$ cat src/rtl/deque_with_positional_insert_unit_defines.svh
// ----------------------------------------------------------------------------
// Assertion macros for the deque with positional insert
// Clocked assertion wrappers; compiled out when NO_ASSERTIONS is defined.
// ----------------------------------------------------------------------------
`ifndef DEQUE_WITH_POSITIONAL_INSERT_UNIT_DEFINES_SVH
`define DEQUE_WITH_POSITIONAL_INSERT_UNIT_DEFINES_SVH

`ifndef NO_ASSERTIONS
// checked only outside reset
`define DQPI_ASSERT(lbl, clk, rst_n, prop, msg) \
    lbl: assert property (@(posedge clk) disable iff (!rst_n) prop) else $error(msg);
// checked at every edge, reset included
`define DQPI_ASSERT_ALWAYS(lbl, clk, prop, msg) \
    lbl: assert property (@(posedge clk) prop) else $error(msg);
`else
`define DQPI_ASSERT(lbl, clk, rst_n, prop, msg)
`define DQPI_ASSERT_ALWAYS(lbl, clk, prop, msg)
`endif

`endif

$ cat src/rtl/dqpi_pkg.sv
// ----------------------------------------------------------------------------
// dqpi_pkg
// Shared codes and controller/datapath interface types.
// ----------------------------------------------------------------------------
package dqpi_pkg;

    // input mode codes
    localparam logic [1:0] MODE_ADD_FRONT = 2'd0;
    localparam logic [1:0] MODE_ADD_END   = 2'd1;
    localparam logic [1:0] MODE_ADD_AT    = 2'd2;
    localparam logic [1:0] MODE_REMOVE    = 2'd3;

    // result status codes
    localparam logic [1:0] ST_OK     = 2'd0;
    localparam logic [1:0] ST_EMPTY  = 2'd1;
    localparam logic [1:0] ST_BADPOS = 2'd2;
    localparam logic [1:0] ST_FULL   = 2'd3;

    // datapath operations
    localparam logic [2:0] OP_NONE       = 3'd0;
    localparam logic [2:0] OP_PUSH_FRONT = 3'd1;
    localparam logic [2:0] OP_PUSH_END   = 3'd2;
    localparam logic [2:0] OP_PUSH_AT    = 3'd3;
    localparam logic [2:0] OP_POP        = 3'd4;

    typedef struct packed {
        logic       load;    // transaction accepted: update store and result
        logic [2:0] op;
        logic [1:0] status;
    } t_dqpi_cmd;

    typedef struct packed {
        logic empty;
        logic full;
    } t_dqpi_stat;

endpackage

$ cat src/rtl/dqpi_ctrl.sv
// ----------------------------------------------------------------------------
// dqpi_ctrl
// Handshake FSM and operation decode for the deque.
// ----------------------------------------------------------------------------
module dqpi_ctrl import dqpi_pkg::*; (
    input  logic              i_clk,
    input  logic              i_rst_n,
    input  logic              i_valid,
    output logic              o_ready,
    output logic              o_valid,
    input  logic              i_ready,
    input  logic [1:0]        i_mode,
    input  logic signed [31:0] i_position,
    input  t_dqpi_stat        i_stat,
    output t_dqpi_cmd         o_cmd
);

    localparam logic S_IDLE   = 1'b0;
    localparam logic S_RESULT = 1'b1;

    logic r_state;
    logic n_state;
    logic accept;
    logic bad_pos;

    assign o_ready = (r_state == S_IDLE) || i_ready;
    assign o_valid = (r_state == S_RESULT);
    assign accept  = i_valid && o_ready;
    assign bad_pos = (i_position == 32'sd0) || i_position[31];

    always_comb begin
        n_state = r_state;
        if (accept) begin
            n_state = S_RESULT;
        end else if (i_ready) begin
            n_state = S_IDLE;
        end
    end

    always_ff @(posedge i_clk) begin
        if (!i_rst_n) begin
            r_state <= S_IDLE;
        end else begin
            r_state <= n_state;
        end
    end

    // position check precedes the full check
    always_comb begin
        o_cmd.load   = accept;
        o_cmd.op     = OP_NONE;
        o_cmd.status = ST_OK;
        priority if (i_mode == MODE_REMOVE) begin
            if (i_stat.empty) begin
                o_cmd.status = ST_EMPTY;
            end else begin
                o_cmd.op = OP_POP;
            end
        end else if (i_mode == MODE_ADD_AT && bad_pos) begin
            o_cmd.status = ST_BADPOS;
        end else if (i_stat.full) begin
            o_cmd.status = ST_FULL;
        end else if (i_mode == MODE_ADD_FRONT) begin
            o_cmd.op = OP_PUSH_FRONT;
        end else if (i_mode == MODE_ADD_END) begin
            o_cmd.op = OP_PUSH_END;
        end else begin
            o_cmd.op = OP_PUSH_AT;
        end
    end

endmodule

$ cat src/rtl/dqpi_dpath.sv
// ----------------------------------------------------------------------------
// dqpi_dpath
// Row of ID cells with local hold/shift/load, fill count and result regs.
// ----------------------------------------------------------------------------
module dqpi_dpath import dqpi_pkg::*; #(
    parameter int DEPTH = 16
) (
    input  logic              i_clk,
    input  logic              i_rst_n,
    input  t_dqpi_cmd         i_cmd,
    input  logic [31:0]       i_id,
    input  logic [31:0]       i_position,
    output t_dqpi_stat        o_stat,
    output logic [1:0]        o_status,
    output logic [31:0]       o_removed_id,
    output logic [4:0]        o_entry_count
);

    localparam int CW = $clog2(DEPTH + 1);

    logic [31:0]   r_cells [DEPTH];
    logic [31:0]   n_cells [DEPTH];
    logic [CW-1:0] r_count;
    logic [CW-1:0] n_count;
    logic [CW-1:0] ins_idx;
    logic [31:0]   pos_m1;
    logic          is_push;
    logic          is_pop;

    logic [1:0]    r_status;
    logic [31:0]   r_removed;
    logic [CW-1:0] r_count_out;

    assign is_push = i_cmd.load && (i_cmd.op == OP_PUSH_FRONT || i_cmd.op == OP_PUSH_END
                                    || i_cmd.op == OP_PUSH_AT);
    assign is_pop  = i_cmd.load && (i_cmd.op == OP_POP);
    assign pos_m1  = i_position - 32'd1;

    assign o_stat.empty = (r_count == '0);
    assign o_stat.full  = (r_count == CW'(DEPTH));

    // insert index: 0 for front, count for end, min(position - 1, count) for positional insert
    always_comb begin
        unique case (i_cmd.op)
            OP_PUSH_FRONT: ins_idx = '0;
            OP_PUSH_AT:    ins_idx = (pos_m1 >= 32'(r_count)) ? r_count : pos_m1[CW-1:0];
            default:       ins_idx = r_count;
        endcase
    end

    for (genvar gi = 0; gi < DEPTH; gi++) begin : g_cell
        logic [31:0] left_src;   // neighbor toward the front
        logic [31:0] right_src;  // neighbor toward the end
        if (gi == 0) begin : g_first
            assign left_src = r_cells[gi];
        end else begin : g_mid
            assign left_src = r_cells[gi-1];
        end
        if (gi == DEPTH - 1) begin : g_last
            assign right_src = r_cells[gi];
        end else begin : g_notlast
            assign right_src = r_cells[gi+1];
        end

        always_comb begin
            n_cells[gi] = r_cells[gi];
            if (is_push) begin
                if (CW'(gi) == ins_idx) begin
                    n_cells[gi] = i_id;
                end else if (CW'(gi) > ins_idx) begin
                    n_cells[gi] = left_src;
                end
            end else if (is_pop) begin
                n_cells[gi] = right_src;
            end
        end

        always_ff @(posedge i_clk) begin
            r_cells[gi] <= n_cells[gi];
        end
    end

    always_comb begin
        n_count = r_count;
        if (is_push) begin
            n_count = r_count + CW'(1);
        end else if (is_pop) begin
            n_count = r_count - CW'(1);
        end
    end

    always_ff @(posedge i_clk) begin
        if (!i_rst_n) begin
            r_count <= '0;
        end else begin
            r_count <= n_count;
        end
    end

    // result registers hold until the next transaction
    always_ff @(posedge i_clk) begin
        if (i_cmd.load) begin
            r_status    <= i_cmd.status;
            r_removed   <= is_pop ? r_cells[0] : 32'd0;
            r_count_out <= n_count;
        end
    end

    assign o_status      = r_status;
    assign o_removed_id  = r_removed;
    assign o_entry_count = 5'(r_count_out);

endmodule

$ cat src/rtl/deque_with_positional_insert_unit.sv
// Result: an accepted transaction's result appears on o_valid in the cycle after it is accepted.
// Throughput: one transaction per cycle while i_ready is high; the next input is taken in the same
//   cycle that the pending result is taken, set by the single result register.
// Reset: synchronous, active low; clears the fill count and the handshake
//   state. ID cells are not reset; cells at or beyond the count are never read.
// ----------------------------------------------------------------------------
// deque_with_positional_insert_unit
// Bounded deque of 32-bit IDs: push front, push end, insert at 1-based
// position, pop front. One result per transaction: status, popped ID, count.
// ----------------------------------------------------------------------------
`include "deque_with_positional_insert_unit_defines.svh"

module deque_with_positional_insert_unit import dqpi_pkg::*; #(
    parameter int DEPTH = 16
) (
    input  logic               i_clk,
    input  logic               i_rst_n,
    // input channel
    input  logic               i_valid,
    output logic               o_ready,
    input  logic [1:0]         i_mode,
    input  logic signed [31:0] i_patient_id,
    input  logic signed [31:0] i_position,
    // result channel
    output logic               o_valid,
    input  logic               i_ready,
    output logic [1:0]         o_status,
    output logic signed [31:0] o_removed_id,
    output logic [4:0]         o_entry_count
);

    t_dqpi_cmd  cmd;
    t_dqpi_stat stat;

    // Controller: owns the handshake and decodes mode + flags into a command.
    // A transaction is taken whenever no result is pending or the pending
    // one leaves in the same cycle.
    dqpi_ctrl u_ctrl (
        .i_clk      (i_clk),
        .i_rst_n    (i_rst_n),
        .i_valid    (i_valid),
        .o_ready    (o_ready),
        .o_valid    (o_valid),
        .i_ready    (i_ready),
        .i_mode     (i_mode),
        .i_position (i_position),
        .i_stat     (stat),
        .o_cmd      (cmd)
    );

    // Datapath: each cell holds, shifts toward the end (insert), shifts
    // toward the front (pop) or loads the new ID.
    dqpi_dpath #(
        .DEPTH (DEPTH)
    ) u_dpath (
        .i_clk         (i_clk),
        .i_rst_n       (i_rst_n),
        .i_cmd         (cmd),
        .i_id          (i_patient_id),
        .i_position    (i_position),
        .o_stat        (stat),
        .o_status      (o_status),
        .o_removed_id  (o_removed_id),
        .o_entry_count (o_entry_count)
    );

    // ------------------------------------------------------------------------
    // Assertions
    // ------------------------------------------------------------------------
    `DQPI_ASSERT(a_accept_gives_result, i_clk, i_rst_n, (i_valid && o_ready) |=> o_valid, "accepted transaction produced no result")
    `DQPI_ASSERT(a_full_count, i_clk, i_rst_n, (o_valid && o_status == ST_FULL) |-> (o_entry_count == 5'(DEPTH)), "full status with count below depth")
    `DQPI_ASSERT(a_empty_result, i_clk, i_rst_n, (o_valid && o_status == ST_EMPTY) |-> (o_entry_count == 5'd0 && o_removed_id == 32'sd0), "empty status with nonzero count or ID")
    `DQPI_ASSERT_ALWAYS(a_reset_clears, i_clk, !i_rst_n |=> !o_valid, "result valid after reset")

endmodule

$ cat config.mk
export PLATFORM = sky130hd
export DESIGN_NAME = deque_with_positional_insert_unit
export DESIGN_NICKNAME = d
export VERILOG_FILES = /design/src/rtl/dqpi_pkg.sv /design/src/rtl/dqpi_ctrl.sv /design/src/rtl/dqpi_dpath.sv /design/src/rtl/deque_with_positional_insert_unit.sv
export VERILOG_INCLUDE_DIRS = /design/src /design/src/rtl
export SDC_FILE = /design/constraint.sdc
export NUM_CORES = 1
export LEC_CHECK = 0
export ABC_AREA = 0
export BUFFER_PORTS_ARGS = -buffer_cell sky130_fd_sc_hd__buf_4
export CAP_MARGIN = 20
export CORE_ASPECT_RATIO = 0.8
export CORE_MARGIN = 4
export CORE_UTILIZATION = 60
export DETAILED_ROUTE_END_ITERATION = 10
export HOLD_SLACK_MARGIN = 0.03
export PLACE_DENSITY_LB_ADDON = 0.2
export SLEW_MARGIN = 10
export SYNTH_ARGS = -nofsm -noshare
export SYNTH_HDL_FRONTEND = slang
export SYNTH_HIERARCHICAL = 1
export SYNTH_SLANG_ARGS = --single-unit
$ cat constraint.sdc
create_clock -name i_clk -period 8.6 [get_ports i_clk]
set_input_delay 1.72 -clock i_clk [delete_from_list [all_inputs] [get_ports i_clk]]
set_output_delay 1.72 -clock i_clk [all_outputs]
set_load 0.01 [all_outputs]
==> results of run 1 <==
## cell families after synthesis
logic type | after synthesis | share of synthesized area, %
DFF | 557 | 57.35
xor gates and xnor gates | 9 | 0.2713
buffers and inverters | 266 | 4.353
and+or+nand+nor | 1006 | 15.19
AOI/OAI and AO/OA | 836 | 16.47
adders and majority gates | 9 | 0.3875
muxes | 169 | 5.976
## worst max path at each step
stage / startpoint / cells after the start / slack (ps) / to
2_1_floorplan: i_position[0] / 15 / 1080 / u_dpath/r_cells[0][64]$_DFFE_PP_
3_3_place_gp: i_position[0] / 13 / 1560 / u_dpath/r_cells[0][135]$_DFFE_PP_
3_5_place_dp: i_position[0] / 13 / 1410 / u_dpath/r_cells[0][134]$_DFFE_PP_
5_1_grt: i_position[0] / 16 / 1740 / u_dpath/r_cells[1][141]$_DFFE_PP_
6_report: i_position[0] / 13 / 2110 / u_dpath/r_cells[1][131]$_DFFE_PP_
4_1_cts: i_position[0] / 13 / 2030 / u_dpath/r_cells[0][156]$_DFFE_PP_
## through the flow
stage | hold WS, ps | power (mW)
final | 537.1 | 6.884
after global routing | 570.3 | 7.159
after CTS | 539.2 | 6.865
after detailed placement | 528.2 | 4.564
after global placement | 504.6 | 4.510
after floorplan | 510.3 | 4.214
## where the power goes
part	switching (mW)	total (mW)	leakage, nW	internal (mW)
Clock	1.04	2.32	0.827	1.28
Combinational	0.709	1.06	6.26	0.354
Sequential	0.134	3.50	5.20	3.36
## layer usage
layer	vias up	part of all wire, %
met1	11360	39
li1	10380	-
met4	0	3.6
met3	189	7.2
met5	-	0
met2	1185	50
## cell usage after synthesis (9+ instances only)
cell type / count / share of area, %
sky130_fd_sc_hd__edfxtp_1: 551 / 57
sky130_fd_sc_hd__a21oi_1: 456 / 7.9
sky130_fd_sc_hd__nor2_1: 412 / 5.3
sky130_fd_sc_hd__nand2_1: 373 / 4.8
sky130_fd_sc_hd__clkbuf_1: 163 / 2.1
sky130_fd_sc_hd__mux2i_1: 133 / 4.6
sky130_fd_sc_hd__a31oi_1: 132 / 2.8
sky130_fd_sc_hd__o21ai_0: 119 / 2.0
sky130_fd_sc_hd__nand3_1: 89 / 1.5
sky130_fd_sc_hd__o211ai_1: 77 / 2.0
sky130_fd_sc_hd__and2_1: 40 / 0.86
sky130_fd_sc_hd__buf_2: 39 / 0.67
sky130_fd_sc_hd__mux2_1: 30 / 1.2
sky130_fd_sc_hd__a21oi_2: 20 / 0.60
sky130_fd_sc_hd__clkbuf_4: 20 / 0.52
sky130_fd_sc_hd__nand4_1: 17 / 0.37
sky130_fd_sc_hd__inv_1: 15 / 0.19
sky130_fd_sc_hd__buf_6: 14 / 0.54
sky130_fd_sc_hd__buf_4: 10 / 0.26
sky130_fd_sc_hd__nor3_1: 10 / 0.17
sky130_fd_sc_hd__nor4_1: 10 / 0.22
sky130_fd_sc_hd__ha_1: 9 / 0.39
## layout make-up
cell class	count	area share (%)
repair buffers	165	4.692
inverters	15	0.1758
flip-flops and latches	557	52.04
multi-input cells	2029	35.45
well taps	620	2.422
clock buffers	62	4.379
clock inverters	36	0.8438
## state kept, by name, indices dropped and copies added (netlist names)
signal and count:
u_dpath/o_status 2, u_dpath/o_entry_count 5, u_ctrl/o_valid 1, u_dpath/r_cells 512, u_dpath/r_count 5, u_dpath/o_removed_id 32
==> impl_metrics.csv, run 1 <==
group,metric,value,unit
global_routing,grt-busiest-layer,"met2",
critical_path,r2r_cell_count,11,
power,irDropWorstVdd,170.3,uV
clock_network,clk_transition_reported_paths,70,ps
timing,finalClockSkew,11.64,ps
yosys,average_cell_area_after_synthesis,10.19,sq um
placement,postPlaceCellArea,30070,sq um
run,max_cap_violations,0,
timing,timing.final.hold_violations,0,
run_status,result_of_the_run,"finished, final reports clean",
cells_and_area,ff_latch_area,16670,sq um
yosys,synth-async-reset-ratio,0,%
critical_path,crit_path_top_delay_cell,"sky130_fd_sc_hd__nand4_4",
clock_network,numClockSinks,557,
power,cellPowerDensity,214.9,nW/um^2
timing,setup_violations,0,
worst_hold_path,hold-path-cell-count,1,
timing,worst_case_setup_margin_in_the_final_layout,2113,ps
floorplanning,dieArea,52040,sq um
clock_network,post_cts.repair.setup_buffers,0,
cells_and_area,number_of_standard_cells_in_the_final_layout_excluding_fillers,3484,
floorplanning,top_level_ports,111,
global_routing,grt_max_degree,229,
timing,rsz0062_at_grt,"no",
floorplanning,core_area,47440,sq um
clock_network,h-tree-depth,2,
yosys,post_synth_num_cell_types,75,
critical_path,regToRegStartpoint,"u_dpath/r_count[0]$_SDFF_PN0_",
cells_and_area,layout-drive-gt1-share,11.21,%
global_routing,grt_met1_usage,38.78,%
cells_and_area,postLayoutCellArea,32030,sq um
critical_path,worstPathArrival,6800,ps
critical_path,worst_path_dominant_cell_family,"simple AND/OR/NAND/NOR gates",
floorplanning,fp-row-count,71,
yosys,synth-warning-count,6,
critical_path,critical-path-top-cell-by-count,"sky130_fd_sc_hd__nand4_1",
critical_path,worstPathMaxFanout,32,
clock_network,cts_made_buffers,54,
global_routing,first_global_vias,23180,
route,viasPerCell,6.634,
critical_path,capturing_element_type_of_the_critical_path,"flip-flop",
power,cellLeakagePower,12.30,nW
clock_network,cts_tree,"yes",
route,sum_of_routed_wire_length_over_all_layers,80020,microns
timing,timing.slew.headroom,20.69,%
yosys,syn-cell-area,29060,sq um
clock_network,post_cts.resized_instances,0,
cells_and_area,multi_input_area,11350,sq um
yosys,synth_edf_count,551,
clock_network,clock_tree.root_cell,"sky130_fd_sc_hd__clkbuf_16",
global_routing,grt_first_pass_wirelength,124400,microns
cells_and_area,nNetsFinal,2901,
critical_path,timing.rr.end,"u_dpath/r_cells[1][131]$_DFFE_PP_",
cells_and_area,number_of_fill_cells_in_the_layout,3607,
worst_hold_path,hold_path_end,"u_dpath/o_removed_id[30]$_SDFFCE_PN0P_",
route,remaining_drcs,0,
placement,place.detailed.instances,3374,
placement,weighted_congestion_reported_at_the_end_of_routability_driven_placement,0.8776,
critical_path,critPathBufInv,2,
cells_and_area,mostFrequentLayoutCells,"sky130_fd_sc_hd__edfxtp_1 (551), sky130_fd_sc_hd__a21oi_1 (455), sky130_fd_sc_hd__nor2_1 (410), sky130_fd_sc_hd__nand2_1 (373), sky130_fd_sc_hd__buf_4 (149)",
timing,fmax,154.1,MHz
critical_path,timing.reg2reg.setup_slack,3230,ps
clock_network,clk-insertion-delay-late,610,ps
worst_hold_path,min-delay-start,"u_dpath/r_cells[0][30]$_DFFE_PP_",
placement,port-buffer-count,110,
global_routing,antenna_found_initial,0,
critical_path,critical_path.cell_chain,"buf_4 -> inv_1 -> ha_1 -> nor4b_2 -> nand4_1 -> o21ai_0 -> nand4_1 -> or4_4 -> a2111oi_4 -> or2_1 -> nand4_4 -> mux2i_1 -> a21oi_1",
cells_and_area,diodes_inserted,0,
cells_and_area,most_common_library_cell_in_the_layout_ignoring_fill_and_taps,"sky130_fd_sc_hd__edfxtp_1",
floorplanning,die_height,204.8,microns
global_routing,met2_usage,51.48,%
global_routing,grt.total_usage,29.81,%
timing,fin_setup_tns,0,ps
route,dr_total_vias,23110,
timing,report.final.slew_viol_count,0,
clock_network,holdBufCountCts,0,
floorplanning,initial_utilization,61.26,%
yosys,synth.ff_latch_count,557,
yosys,ys_dominant_reg_cell,"sky130_fd_sc_hd__edfxtp_1",
route,drtPass1Iterations,6,
global_routing,global_route.overflow_total,0,
yosys,synth_seq_area_share,57.35,%
timing,post-route-min-period,6487,ps
yosys,synth_nets,2931,
critical_path,critPathLaunchType,"primary input",
cells_and_area,area_growth_syn_to_layout,10.21,%
critical_path,critical_path.max_stage_delay,980,ps
yosys,syn_inst,2852,
cells_and_area,finalCoreUtilization,67.52,%
worst_hold_path,worst_hold_path_type,"reg2reg",
placement,detailedPlacementHpwl,53270,microns
global_routing,grt_use_met3,3.719,%
timing,worst_pin_slew,1185,ps
critical_path,timing.setup.critical_path_class,"in2reg",
route,detail_route.iter0.violations,2408,
timing,timing.final.crit_share,75.44,%
placement,dpl_worst_slack,1408,ps
route,antenna_left,0,
clock_network,clock_tree.buffer_depth,3,
floorplanning,die_w,254.1,microns
critical_path,critPathRequiredTime,8910,ps
route,mean_routed_wirelength_per_cell,22.97,microns
No activity file was read; power rests on OpenSTA's default activity.
==> run 2: changes to the inputs <==
CORE_UTILIZATION = 57   (was 60)
clock period = 5.6 ns   (was 8.6 ns; I/O delays follow)
==> run 2 against run 1 <==
  * First-iteration DRC count grew 20%
  * Core utilization down 3.1 points
  * Global-route usage decreased by 1.9 points
  * Largest cell class unchanged
  * Clock skew up 18 ps
  * Hold slack worse by 10 ps
  * Largest power group unchanged
  * Sequential share of layout area fell by 0.31 points
  * Setup slack worse by 1500 ps
  * Critical path type unchanged
  * Clock power grew 53%
  * Critical endpoint is now u_dpath/r_cells[0][158]$_DFFE_PP_
  * Power is 53% higher
==> impl_metrics.csv, run 2 (synthesis results as in run 1) <==
group,metric,value,unit
floorplanning,die_height,210.0,microns
critical_path,capturing_element_type_of_the_critical_path,"flip-flop",
power,total_power,10.53,mW
cells_and_area,diodes_inserted,0,
power,combPwrFrac,15.3,%
placement,port-buffer-count,110,
cells_and_area,nNetsFinal,2915,
power,internal_power,7.630,mW
route,sum_of_routed_wire_length_over_all_layers,78640,microns
route,drtPass1Iterations,6,
route,detail_route.iter0.violations,2889,
critical_path,worstPathArrival,5260,ps
critical_path,worstPathMaxFanout,32,
floorplanning,core_area,50050,sq um
cells_and_area,largest_register_ffs,512,
timing,timing.slew.headroom,27.53,%
power,cellPowerDensity,326.9,nW/um^2
global_routing,antenna_found_initial,0,
clock_network,cts_tree,"yes",
clock_network,numClockSinks,557,
worst_hold_path,hold-path-cell-count,2,
cells_and_area,number_of_standard_cells_in_the_final_layout_excluding_fillers,3552,
timing,rsz0062_at_grt,"no",
critical_path,timing.setup.critical_path_class,"in2reg",
route,remaining_drcs,0,
route,wl_met2,39650,microns
critical_path,critPathLaunchType,"primary input",
floorplanning,initial_utilization,58.06,%
timing,setup_violations,0,
cells_and_area,multi_input_area,11350,sq um
power,irDropWorstVdd,218.4,uV
global_routing,global_route.overflow_total,0,
floorplanning,fp-row-count,73,
cells_and_area,finalCoreUtilization,64.37,%
clock_network,clock_tree.root_cell,"sky130_fd_sc_hd__clkbuf_16",
power,clock_power_share,33.7,%
global_routing,grt_first_pass_wirelength,124200,microns
route,antenna_left,0,
placement,place.detailed.instances,3454,
timing,fin_setup_tns,0,ps
timing,report.final.slew_viol_count,0,
global_routing,grt_max_degree,182,
critical_path,r2r_cell_count,11,
cells_and_area,number_of_fill_cells_in_the_layout,3966,
power,sequentialPowerShare,51.0,%
clock_network,clock_tree.buffer_depth,3,
critical_path,critPathRequiredTime,5840,ps
cells_and_area,mostFrequentLayoutCells,"sky130_fd_sc_hd__edfxtp_1 (551), sky130_fd_sc_hd__a21oi_1 (455), sky130_fd_sc_hd__nor2_1 (410), sky130_fd_sc_hd__nand2_1 (373), sky130_fd_sc_hd__buf_4 (156)",
route,dr_total_vias,23130,
clock_network,post_cts.repair.setup_buffers,0,
route,route.layer.met1.wl,31320,microns
timing,post-route-min-period,5024,ps
timing,timing.final.crit_share,89.72,%
route,routed.top_layer,"met4",
clock_network,clk_transition_reported_paths,60,ps
power,cellLeakagePower,12.36,nW
clock_network,post_cts.resized_instances,0,
run,max_cap_violations,0,
route,detailroute.wirelength.met3,5069,microns
placement,detailedPlacementHpwl,52690,microns
clock_network,h-tree-depth,2,
floorplanning,dieArea,54680,sq um
power,netSwitchingPower,2.903,mW
clock_network,clk-insertion-delay-late,620,ps
cells_and_area,register_with_the_highest_flop_count,"u_dpath/r_cells",
timing,timing.final.hold_violations,0,
run_status,result_of_the_run,"finished, final reports clean",
route,viasPerCell,6.512,
floorplanning,top_level_ports,111,
global_routing,first_global_vias,23670,
timing,finalClockSkew,29.56,ps
global_routing,grt.total_usage,27.93,%
timing,worst_pin_slew,1083,ps
clock_network,holdBufCountCts,0,
cells_and_area,most_common_library_cell_in_the_layout_ignoring_fill_and_taps,"sky130_fd_sc_hd__edfxtp_1",
worst_hold_path,worst_hold_path_type,"reg2reg",
placement,weighted_congestion_reported_at_the_end_of_routability_driven_placement,0.9171,
cells_and_area,ff_latch_area,16670,sq um
cells_and_area,area_growth_syn_to_layout,10.88,%
cells_and_area,layout-drive-gt1-share,11.61,%
route,mean_routed_wirelength_per_cell,22.14,microns
timing,fmax,199.0,MHz
floorplanning,die_w,260.4,microns
power,p_sw_share,27.56,%
clock_network,cts_made_buffers,55,
run 2: cell types whose count changed in the layout (fill, tap and decap cells not counted), moves of 2 or more:
| cell | previous run | this run |
|---|---|---|
| sky130_fd_sc_hd__buf_12 | 2 | 22 |
| sky130_fd_sc_hd__buf_16 | 11 | 0 |
| sky130_fd_sc_hd__buf_4 | 149 | 156 |
| sky130_fd_sc_hd__buf_8 | 2 | 0 |
| sky130_fd_sc_hd__bufinv_16 | 4 | 2 |
| sky130_fd_sc_hd__clkinv_2 | 13 | 11 |
run 2: final cells by class:
cell class | count | area share (%)
Clock buffer | 64 | 4.442
Sequential cell | 557 | 51.72
Inverter | 15 | 0.1747
Multi-Input combinational cell | 2029 | 35.24
Clock inverter | 34 | 0.7961
Timing Repair Buffer | 178 | 5.002
Tap cell | 675 | 2.621
run 2: critical path, stage by stage:
cell and delay [ps]:
sky130_fd_sc_hd__buf_4 150, sky130_fd_sc_hd__inv_1 70, sky130_fd_sc_hd__ha_1 230, sky130_fd_sc_hd__nand2_1 90, sky130_fd_sc_hd__xnor2_1 180, sky130_fd_sc_hd__ha_1 230, sky130_fd_sc_hd__nor4_1 170, sky130_fd_sc_hd__nand4_1 220
sky130_fd_sc_hd__a2111oi_2 310, sky130_fd_sc_hd__nand3_1 190, sky130_fd_sc_hd__or4_4 610, sky130_fd_sc_hd__a2111oi_4 400, sky130_fd_sc_hd__or2_4 330, sky130_fd_sc_hd__nand4_1 270, sky130_fd_sc_hd__a31oi_4 240, sky130_fd_sc_hd__buf_4 440
run 2: routing by layer:
layer / global-route usage [%] / vias up
met4: 10.77 / 0
met5: 0 / -
met3: 3.423 / 186
met1: 36.97 / 11490
met2: 47.59 / 1044
li1: - / 10410
run 2: worst paths after layout:
check,from,to,slack (ps)
hold reg to reg,u_ctrl/o_valid$_SDFFE_PN0P_,u_ctrl/o_valid$_SDFFE_PN0P_,530
hold / removal,u_ctrl/o_valid$_SDFFE_PN0P_,u_ctrl/o_valid$_SDFFE_PN0P_,530
setup / recovery,i_position[0],u_dpath/r_cells[0][158]$_DFFE_PP_,580
setup reg to reg,u_dpath/r_count[0]$_SDFF_PN0_,u_dpath/r_cells[0][158]$_DFFE_PP_,1200
run 2: per-stage QoR:
step	area, sq um	hold WS [ps]	setup slack, ps
2_1_floorplan	29130	510.3	10.34
5_1_grt	32220	565.2	348.9
3_5_place_dp	30530	521.0	49.62
4_1_cts	32220	529.5	677.3
6_report	32220	526.7	575.8
3_3_place_gp	30530	505.3	147.3
run 2: power groups by stage:
stage / Combinational, mW / Clock, mW / Sequential [mW]
after floorplan: 1.08 / 0 / 5.38
after global placement: 1.52 / 0 / 5.44
after detailed placement: 1.59 / 0 / 5.45
after CTS: 1.60 / 3.60 / 5.37
after global routing: 1.77 / 3.79 / 5.40
final: 1.61 / 3.55 / 5.37
